[src/sv/sspp_pkg.sv]
`default_nettype none

package sspp_pkg;

  // Header byte that opens every status frame
  localparam logic [7:0] HDR_BYTE = 8'hFF;

  // Result kinds
  localparam logic [2:0] K_ID       = 3'd0;
  localparam logic [2:0] K_LEN      = 3'd1;
  localparam logic [2:0] K_ERR      = 3'd2;
  localparam logic [2:0] K_PARAM    = 3'd3;
  localparam logic [2:0] K_OK       = 3'd4;
  localparam logic [2:0] K_CSUM_BAD = 3'd5;
  localparam logic [2:0] K_BAD_HDR  = 3'd6;
  localparam logic [2:0] K_BAD_LEN  = 3'd7;

  // Frame walk, one-hot
  typedef enum logic [6:0] {
    PH_IDLE  = 7'b0000001,
    PH_HDR2  = 7'b0000010,
    PH_ID    = 7'b0000100,
    PH_LEN   = 7'b0001000,
    PH_ERR   = 7'b0010000,
    PH_PARAM = 7'b0100000,
    PH_CSUM  = 7'b1000000
  } phase_t;

  // Parser state carried from item to item
  typedef struct packed {
    phase_t     phase;
    logic [7:0] bytes_left;
    logic [7:0] running_sum;
    logic [7:0] param_count;
  } parse_state_t;

  // One result item, with a flag for whether the item gives one
  typedef struct packed {
    logic       valid;
    logic [2:0] kind;
    logic [7:0] value;
    logic [7:0] param_index;
    logic       frame_end;
  } parse_res_t;

endpackage

`default_nettype wire

[src/sv/sspp_step.sv]
`default_nettype none

module sspp_step
  import sspp_pkg::*;
(
  input  var parse_state_t st,
  input  wire logic [7:0]  rx_byte,
  output parse_state_t     st_next,
  output parse_res_t       res
);

  logic [7:0] expect_sum;
  logic [7:0] left_dec;

  assign expect_sum = ~st.running_sum;
  assign left_dec   = (st.bytes_left != 8'd0) ? (st.bytes_left - 8'd1) : st.bytes_left;

  // Next state and result for one received byte
  always_comb begin
    st_next = st;
    res     = '0;
    case (st.phase)
      PH_HDR2: begin
        if (rx_byte == HDR_BYTE) begin
          st_next.phase = PH_ID;
        end else begin
          st_next.phase = PH_IDLE;
          res.valid     = 1'b1;
          res.kind      = K_BAD_HDR;
          res.frame_end = 1'b1;
        end
      end
      PH_ID: begin
        st_next.running_sum = rx_byte;
        st_next.param_count = 8'd0;
        st_next.phase       = PH_LEN;
        res.valid           = 1'b1;
        res.kind            = K_ID;
        res.value           = rx_byte;
      end
      PH_LEN: begin
        if (rx_byte < 8'd2) begin
          st_next.phase = PH_IDLE;
          res.valid     = 1'b1;
          res.kind      = K_BAD_LEN;
          res.frame_end = 1'b1;
        end else begin
          st_next.running_sum = st.running_sum + rx_byte;
          st_next.bytes_left  = rx_byte - 8'd2;
          st_next.phase       = PH_ERR;
          res.valid           = 1'b1;
          res.kind            = K_LEN;
          res.value           = rx_byte;
        end
      end
      PH_ERR: begin
        st_next.running_sum = st.running_sum + rx_byte;
        st_next.phase       = (st.bytes_left == 8'd0) ? PH_CSUM : PH_PARAM;
        res.valid           = 1'b1;
        res.kind            = K_ERR;
        res.value           = rx_byte;
      end
      PH_PARAM: begin
        st_next.running_sum = st.running_sum + rx_byte;
        st_next.param_count = st.param_count + 8'd1;
        st_next.bytes_left  = left_dec;
        if (left_dec == 8'd0) begin
          st_next.phase = PH_CSUM;
        end
        res.valid       = 1'b1;
        res.kind        = K_PARAM;
        res.value       = rx_byte;
        res.param_index = st.param_count;
      end
      PH_CSUM: begin
        st_next.phase = PH_IDLE;
        res.valid     = 1'b1;
        res.kind      = (rx_byte == expect_sum) ? K_OK : K_CSUM_BAD;
        res.frame_end = 1'b1;
      end
      default: begin
        // idle: skip zeros, look for the first header byte
        st_next.phase = PH_IDLE;
        if (rx_byte == HDR_BYTE) begin
          st_next.phase = PH_HDR2;
        end else if (rx_byte != 8'd0) begin
          res.valid     = 1'b1;
          res.kind      = K_BAD_HDR;
          res.frame_end = 1'b1;
        end
      end
    endcase
  end

endmodule

`default_nettype wire

[src/sv/servo_status_packet_parser.sv]
`default_nettype none

// Status frame parser for a half-duplex serial servo bus.
// Input channel: in_valid / in_stall with rx_byte, one received byte per item.
// Output channel: out_valid / out_stall with kind, value, param_index and
// frame_end; each byte gives zero or one result item.
// Header bytes and idle zeros give no result; id, length, error byte and each
// parameter give one, and every frame closes with one verdict (frame_end=1):
// checksum ok, checksum bad, bad header or bad length.
// A byte is held in the input register and its result item, if any, in the
// result register. Throughput: one byte per cycle while in_stall is low.
// A byte that gives no result moves on even while the output is
// stalled; a byte that gives a result waits in the input register until the
// result register is free, and in_stall is held high for the next byte
// while it waits.
// Reset (rst, synchronous) empties both registers and returns the parser to
// idle, waiting for the first header byte.
module servo_status_packet_parser
  import sspp_pkg::*;
(
  input  wire logic       clk,
  input  wire logic       rst,
  input  wire logic       in_valid,
  output logic            in_stall,
  input  wire logic [7:0] rx_byte,
  output logic            out_valid,
  input  wire logic       out_stall,
  output logic [2:0]      kind,
  output logic [7:0]      value,
  output logic [7:0]      param_index,
  output logic            frame_end
);

  logic         in_full;
  logic [7:0]   in_byte;
  parse_state_t st;
  parse_state_t st_next;
  parse_res_t   res;
  logic         out_free;
  logic         advance;

  sspp_step u_step (
    .st      (st),
    .rx_byte (in_byte),
    .st_next (st_next),
    .res     (res)
  );

  // Handshake between the two registers
  assign out_free = !out_valid || !out_stall;
  assign advance  = in_full && (!res.valid || out_free);
  assign in_stall = in_full && !advance;

  // Input register
  always_ff @(posedge clk) begin
    if (rst) begin
      in_full <= 1'b0;
    end else if (in_valid && !in_stall) begin
      in_full <= 1'b1;
    end else if (advance) begin
      in_full <= 1'b0;
    end
  end

  always_ff @(posedge clk) begin
    if (in_valid && !in_stall) begin
      in_byte <= rx_byte;
    end
  end

  // Parser state
  always_ff @(posedge clk) begin
    if (rst) begin
      st.phase       <= PH_IDLE;
      st.bytes_left  <= 8'd0;
      st.running_sum <= 8'd0;
      st.param_count <= 8'd0;
    end else if (advance) begin
      st <= st_next;
    end
  end

  // Result register
  always_ff @(posedge clk) begin
    if (rst) begin
      out_valid <= 1'b0;
    end else if (advance && res.valid) begin
      out_valid <= 1'b1;
    end else if (!out_stall) begin
      out_valid <= 1'b0;
    end
  end

  always_ff @(posedge clk) begin
    if (advance && res.valid) begin
      kind        <= res.kind;
      value       <= res.value;
      param_index <= res.param_index;
      frame_end   <= res.frame_end;
    end
  end

endmodule

`default_nettype wire
[config.mk]
export PLATFORM = sky130hd
export DESIGN_NAME = servo_status_packet_parser
export DESIGN_NICKNAME = d
export VERILOG_FILES = /design/src/sv/sspp_pkg.sv /design/src/sv/sspp_step.sv /design/src/sv/servo_status_packet_parser.sv
export SDC_FILE = /design/constraint.sdc
export NUM_CORES = 1
export LEC_CHECK = 0
export BUFFER_PORTS_ARGS = -buffer_cell sky130_fd_sc_hd__buf_2
export CORE_MARGIN = 2
export CORE_UTILIZATION = 25
export DETAILED_ROUTE_END_ITERATION = 8
export MAX_ROUTING_LAYER = met4
export PLACE_DENSITY = 0.4
export SLEW_MARGIN = 20
export SYNTH_ARGS = -nofsm -noshare
export SYNTH_HDL_FRONTEND = slang
export SYNTH_SLANG_ARGS = --single-unit
[constraint.sdc]
create_clock -name clk -period 8.7 [get_ports clk]
set_input_delay 2.61 -clock clk [delete_from_list [all_inputs] [get_ports clk]]
set_output_delay 2.61 -clock clk [all_outputs]
set_load 0.05 [all_outputs]
==> impl_metrics.json, run 1 <==
{
  "synth_edf_count": 28,
  "max_freq_mhz": 166,
  "grt_start_max_net_pins": 36,
  "rows": 42,
  "whs_endpoint": "st[7]$_SDFFE_PP0P_",
  "power.leakage_uw": 0.00147,
  "setup_viol": 0,
  "numCtsBuffers": 9,
  "r2r_setup_slack_ns": 5.23,
  "track_usage_pct": 13.4,
  "grt_antenna_before_repair": 0,
  "hp-start": "st[7]$_SDFFE_PP0P_",
  "ys_seq_area_share_pct": 44.0,
  "syn-num-nets": 400,
  "final_hold_viol_count": 0,
  "pre_cts_ws_ns": 2.67,
  "min_path_cells": 2,
  "clock_latency_ns": 0.33,
  "grt_pass1_vias": 2887,
  "utilization_pct": 30.5,
  "fillers": 1401,
  "relSlewSlack_pct": 34.8,
  "r2r-start": "in_byte[3]$_DFFE_PP_",
  "drt_iter0_drc": 183,
  "end_kind": "primary output",
  "die_y_um": 121,
  "post-route-period-util_pct": 69.3,
  "ant_nets": 0,
  "dieWidth_um": 121,
  "critPathArrivalTime_ns": 3.42,
  "ys_types": 56,
  "slew_viol_final": 0,
  "port_buffers": 33,
  "syn_area_mm2": 0.00341,
  "ys_warn_count": 0,
  "async_flop_share_pct": 0,
  "rsz0062_at_grt": "no",
  "via_per_inst": 4.91,
  "core_mm2": 0.0133,
  "drc": 0,
  "cts.htree.levels": 3,
  "path_class": "input port to primary output",
  "io_pins": 34,
  "status": "finished, final reports clean",
  "fin_worst_skew_ns": 0.00873,
  "first_pass_iters": 4,
  "cap_violations": 0,
  "overflow": 0,
  "syn_area_per_cell_um2": 9.08,
  "vdd_ir_drop_max_mv": 0.0964,
  "fin_crit_ns": 6.03,
  "drive_gt1_share_pct": 15.2,
  "critical_path.max_fanout": 4,
  "stdcell_area_mm2": 0.00406,
  "postCtsSetupRepairBufs": 0,
  "startpoint_type": "input port",
  "wl_per_cell_um": 15.3,
  "areaGrowthSynthToFinish_pct": 18.9,
  "cts_hold_buf": 0,
  "power-per-cell-area_mw_per_mm2": 182,
  "initial_core_util_pct": 25.7,
  "syn_inst": 376,
  "cts.sinks": 61,
  "cts_tree": "done",
  "dpl_cell_area_mm2": 0.00374,
  "rr_worst_depth": 7,
  "wirelength_mm": 8.95,
  "required_ns": 6.09,
  "cts_resized": 0,
  "clk_pin_slew_worst_paths_ns": 0.05,
  "power_uw": 739,
  "root_buffer": "clkbuf_16",
  "vias": 2869,
  "nNetsFinal": 427,
  "diodes": 0,
  "ys.flop_type": "dfxtp_1",
  "worstMarginPinSlew_ns": 0.974,
  "r2r_end": "st[25]$_SDFFE_PP0P_",
  "min_path_type": "register to register",
  "tns_ns": 0,
  "place_congestion": 0.835,
  "hpwl_mm": 6.18,
  "finalWorstSetupSlack_ns": 2.67,
  "die-area_mm2": 0.0146,
  "cts_buffer_depth": 2,
  "grt_pass1_wl_mm": 14.7,
  "ys_ff_latch": 61
}
-- through the flow --
stage,hold slack [ns],cells
floorplan,0.454,376
global placement,0.469,568
detailed placement,0.478,568
CTS,0.485,584
global route,0.514,584
finish,0.477,584
-- synthesized netlist by cell type (5+ instances only) --
cell,n,share of area [%]
nor3_1,11,1.6
a21o_1,5,1.1
clkbuf_1,16,1.8
nand3_1,14,2.1
edfxtp_1,28,25
a311oi_1,5,1.3
a21oi_1,28,4.1
nand2_1,42,4.6
nand2b_1,5,0.92
inv_1,10,1.1
nor2_1,32,3.5
o211ai_1,5,1.1
ha_1,11,4.0
a31oi_1,5,0.92
and2_1,17,3.1
mux2i_1,7,2.1
o21ai_0,14,2.1
xnor2_1,11,2.8
dfxtp_1,33,19
nand3b_1,5,1.1
-- flip-flops by register name, summed over array words and instances, names as in the netlist --
register     cells
in_byte          8
frame_end        1
param_index      8
st              31
value            8
in_full          1
kind             3
out_valid        1
-- report_power, final --
| part | switching (uW) | internal, uW | leakage, uW |
|---|---|---|---|
| combinational | 32.2 | 12.1 | 0.000804 |
| clock | 131 | 250 | 0.000146 |
| sequential | 7.25 | 307 | 0.000522 |
| total | 170 | 569 | 0.00147 |
-- cells in the final DEF (no fill, tap or decap), types with 7 or more instances in the layout --
| master | instances |
|---|---|
| inv_1 | 10 |
| nand2_1 | 42 |
| nor2_1 | 32 |
| clkbuf_16 | 9 |
| mux2i_1 | 7 |
| ha_1 | 11 |
| nor3_1 | 11 |
| nand3_1 | 14 |
| xnor2_1 | 11 |
| buf_2 | 33 |
| o21ai_0 | 14 |
| and2_1 | 17 |
| a21oi_1 | 28 |
| edfxtp_1 | 28 |
| dfxtp_1 | 33 |
-- worst max path at each step --
stage	from	endpoint	slack, ns	cells after the start
after floorplan	out_stall	in_stall	2.88	3
after global placement	out_stall	in_stall	2.67	5
after detailed placement	out_stall	in_stall	2.67	5
after CTS	out_stall	in_stall	2.66	5
after global routing	out_stall	in_stall	2.59	5
final	out_stall	in_stall	2.67	5
-- kinds of logic (layout without fill, tap and decap cells) --
| logic type | after synthesis | in the layout | share of synthesized area, % |
|---|---|---|---|
| AO/OA/AOI/OAI | 85 | 85 | 15.9 |
| XOR/XNOR | 13 | 13 | 3.34 |
| adder cells (fa/ha/maj) | 12 | 12 | 4.62 |
| buffers and inverters | 29 | 61 | 3.52 |
| flip-flops | 61 | 61 | 44.0 |
| multiplexers | 9 | 9 | 2.71 |
| AND/OR/NAND/NOR | 167 | 167 | 25.9 |
-- layout make-up --
cell class / count / area [um2] / area share, %
Clock buffer: 10 / 229 / 5.64
Clock inverter: 6 / 87.6 / 2.16
Inverter: 10 / 37.5 / 0.925
Multi-Input combinational cell: 286 / 1800 / 44.4
Sequential cell: 61 / 1500 / 37.0
Tap cell: 176 / 220 / 5.43
Timing Repair Buffer: 35 / 180 / 4.44
-- routing by layer --
metal | GRT usage (%) | vias to the layer above | part of all wire [%]
met5 | - | - | 0
met4 | 4.07 | 0 | 1.2
met3 | 3.40 | 8 | 3.5
met2 | 22.5 | 64 | 49
met1 | 15.9 | 1374 | 46
li1 | - | 1423 | -
-- critical path: stages --
cell and delay (ns):
buf_2 0.08, and2_1 0.22, nand3_1 0.14, inv_1 0.10
buf_2 0.27
No activity file was read; power rests on OpenSTA's default activity.
==> run 2, diff against run 1 <==
ABC_AREA = 1   (was unset)
clock period = 6 ns   (was 8.7 ns; I/O delays follow)
==> run 2 against run 1 <==
- total power rose by 50%
- combinational power rose to 2.9 times the previous value
- synthesized cell count rose by 31%
- flip-flop and latch count is the same
- clock power grew 34%
- worst setup slack lost 1.2 ns
- critical path depth is 1 higher
- register-to-register slack lost 2.1 ns
- clock skew down 0.0040 ns
- via count rose by 11%
- highest routed layer unchanged
==> impl_metrics.json, run 2 <==
{
  "largest_reg_flops": 31,
  "path_class": "input port to primary output",
  "port_buffers": 33,
  "top_register": "st",
  "track_usage_pct": 14.0,
  "relSlewSlack_pct": 42.1,
  "grt_antenna_before_repair": 0,
  "io_pins": 34,
  "status": "finished, final reports clean",
  "hpwl_mm": 7.29,
  "synth.area.top_cells": "edfxtp_1 23%, dfxtp_1 18%, nand2_1 12%",
  "max_freq_mhz": 222,
  "pre_cts_ws_ns": 1.50,
  "ant_nets": 0,
  "syn_area_mm2": 0.00360,
  "ys_warn_count": 0,
  "ys_ff_latch": 61,
  "async_flop_share_pct": 0,
  "cts_hold_buf": 0,
  "postCtsSetupRepairBufs": 0,
  "syn_area_per_cell_um2": 7.31,
  "end_kind": "primary output",
  "clock_latency_ns": 0.34,
  "core_mm2": 0.0140,
  "rows": 43,
  "netlist.area_leader.share_pct": 23.3,
  "utilization_pct": 30.2,
  "root_buffer": "clkbuf_16",
  "ys_types": 35,
  "first_pass_iters": 4,
  "critPathLaunch": "out_stall",
  "endpoint": "in_stall",
  "cap_violations": 0,
  "fin_worst_skew_ns": 0.00473,
  "die-area_mm2": 0.0154,
  "busiest_layer": "met2",
  "critical_path.max_fanout": 3,
  "synth_area_leader_cell": "edfxtp_1",
  "grt_start_max_net_pins": 29,
  "place_congestion": 0.843,
  "ys.flop_type": "dfxtp_1",
  "initial_core_util_pct": 25.8,
  "power.leakage_uw": 0.00181,
  "via_per_inst": 4.49,
  "vias": 3189,
  "syn_inst": 493,
  "slew_viol_final": 0,
  "tns_ns": 0,
  "min_path_type": "register to register",
  "synth_commonest_cells": "116 x nand2_1, 79 x nor2_1, 60 x inv_1, 34 x nand3_1, 33 x dfxtp_1",
  "finalWorstSetupSlack_ns": 1.49,
  "post-route-period-util_pct": 75.1,
  "met1_usage_pct": 17.0,
  "cts_buffer_depth": 2,
  "yosysMostFrequentCell": "nand2_1",
  "drive_gt1_share_pct": 14.0,
  "fin_crit_ns": 4.51,
  "clk_pin_slew_worst_paths_ns": 0.06,
  "die_y_um": 124,
  "syn-num-nets": 517,
  "power-per-cell-area_mw_per_mm2": 262,
  "startpoint_type": "input port",
  "cts.htree.levels": 3,
  "r2r_end": "value[4]$_DFFE_PP_",
  "r2r-start": "in_byte[3]$_DFFE_PP_",
  "rsz0062_at_grt": "no",
  "setup_viol": 0,
  "rr_worst_depth": 9,
  "cts_tree": "done",
  "required_ns": 4.20,
  "numCtsBuffers": 9,
  "critPathArrivalTime_ns": 2.71,
  "final_hold_viol_count": 0,
  "wl_per_cell_um": 13.6,
  "dieWidth_um": 124,
  "grt.met3_usage_pct": 2.47,
  "wirelength_mm": 9.67,
  "ys_seq_area_share_pct": 41.7,
  "grt_pass1_wl_mm": 15.9,
  "grt_pass1_vias": 3159,
  "r2r_setup_slack_ns": 3.13,
  "final_common_cell": "nand2_1",
  "stdcell_area_mm2": 0.00422,
  "synth_edf_count": 28,
  "areaGrowthSynthToFinish_pct": 17.2,
  "cts_resized": 0,
  "overflow": 0,
  "cts.sinks": 61,
  "layout_common_cells": "116 x nand2_1, 79 x nor2_1, 60 x inv_1",
  "vdd_ir_drop_max_mv": 0.131,
  "nNetsFinal": 549,
  "worstMarginPinSlew_ns": 0.868,
  "drc": 0,
  "dpl_cell_area_mm2": 0.00393,
  "diodes": 0,
  "grt_util_met2_pct": 22.6,
  "drt_iter0_drc": 206
}
## run 2: cell types whose count changed after synthesis, sizes merged, moves of 11 or more
cell | before | now
nand4 | 4 | 18
inv | 10 | 64
nor2 | 33 | 89
xor2 | 2 | 13
and2 | 17 | 0
nand2 | 42 | 121
nand3 | 15 | 37
clkbuf | 16 | 5
## run 2: power by group
part / total [uW] / switching [uW] / internal [uW]
clock: 512 / 193 / 319
sequential: 467 / 14.2 / 453
combinational: 128 / 94.9 / 33.2
## run 2: worst min path at each step
stage	slack, ns	from	end	cells past startpoint
floorplan	0.44	st[17]$_SDFFE_PP0P_	st[17]$_SDFFE_PP0P_	2
finish	0.48	st[17]$_SDFFE_PP0P_	st[17]$_SDFFE_PP0P_	2
CTS	0.49	st[17]$_SDFFE_PP0P_	st[17]$_SDFFE_PP0P_	2
detailed placement	0.48	st[17]$_SDFFE_PP0P_	st[17]$_SDFFE_PP0P_	2
global placement	0.47	st[17]$_SDFFE_PP0P_	st[17]$_SDFFE_PP0P_	2
global route	0.51	st[7]$_SDFFE_PP0P_	st[7]$_SDFFE_PP0P_	2
## run 2: per-layer routing
metal | share of wire [%] | wire [um]
met5 | 0 | 0
met2 | 47 | 4530
met4 | 2.2 | 217
met3 | 3.6 | 348
met1 | 47 | 4570
## run 2: worst max-delay path, cell delays in order
cell and delay (ns):
buf_2 0.07, nand2_1 0.10, inv_1 0.19, nand3_1 0.18, inv_1 0.10, buf_2 0.26
## run 2: cell families after synthesis
| family | share of synthesized area [%] |
|---|---|
| AO/OA/AOI/OAI | 7.95 |
| XOR/XNOR | 3.89 |
| adder cells (fa/ha/maj) | 4.37 |
| buffers and inverters | 8.51 |
| flip-flops | 41.7 |
| AND/OR/NAND/NOR | 33.6 |
## run 2: cell type report
| class | instances | area [um2] |
|---|---|---|
| Fill cell | 1517 | 9770 |
| Clock buffer | 9 | 225 |
| Timing Repair Buffer | 33 | 165 |
| Inverter | 65 | 244 |
| Tap cell | 180 | 225 |
| Sequential cell | 61 | 1500 |
| Clock inverter | 7 | 66.3 |
| Multi-Input combinational cell | 355 | 1800 |
## run 2: metrics by stage
step	power, uW	instances	hold WS (ns)
2_1_floorplan	570	493	0.441
3_3_place_gp	606	694	0.471
3_5_place_dp	606	694	0.478
4_1_cts	1120	710	0.485
5_1_grt	1160	710	0.514
6_report	1110	710	0.476
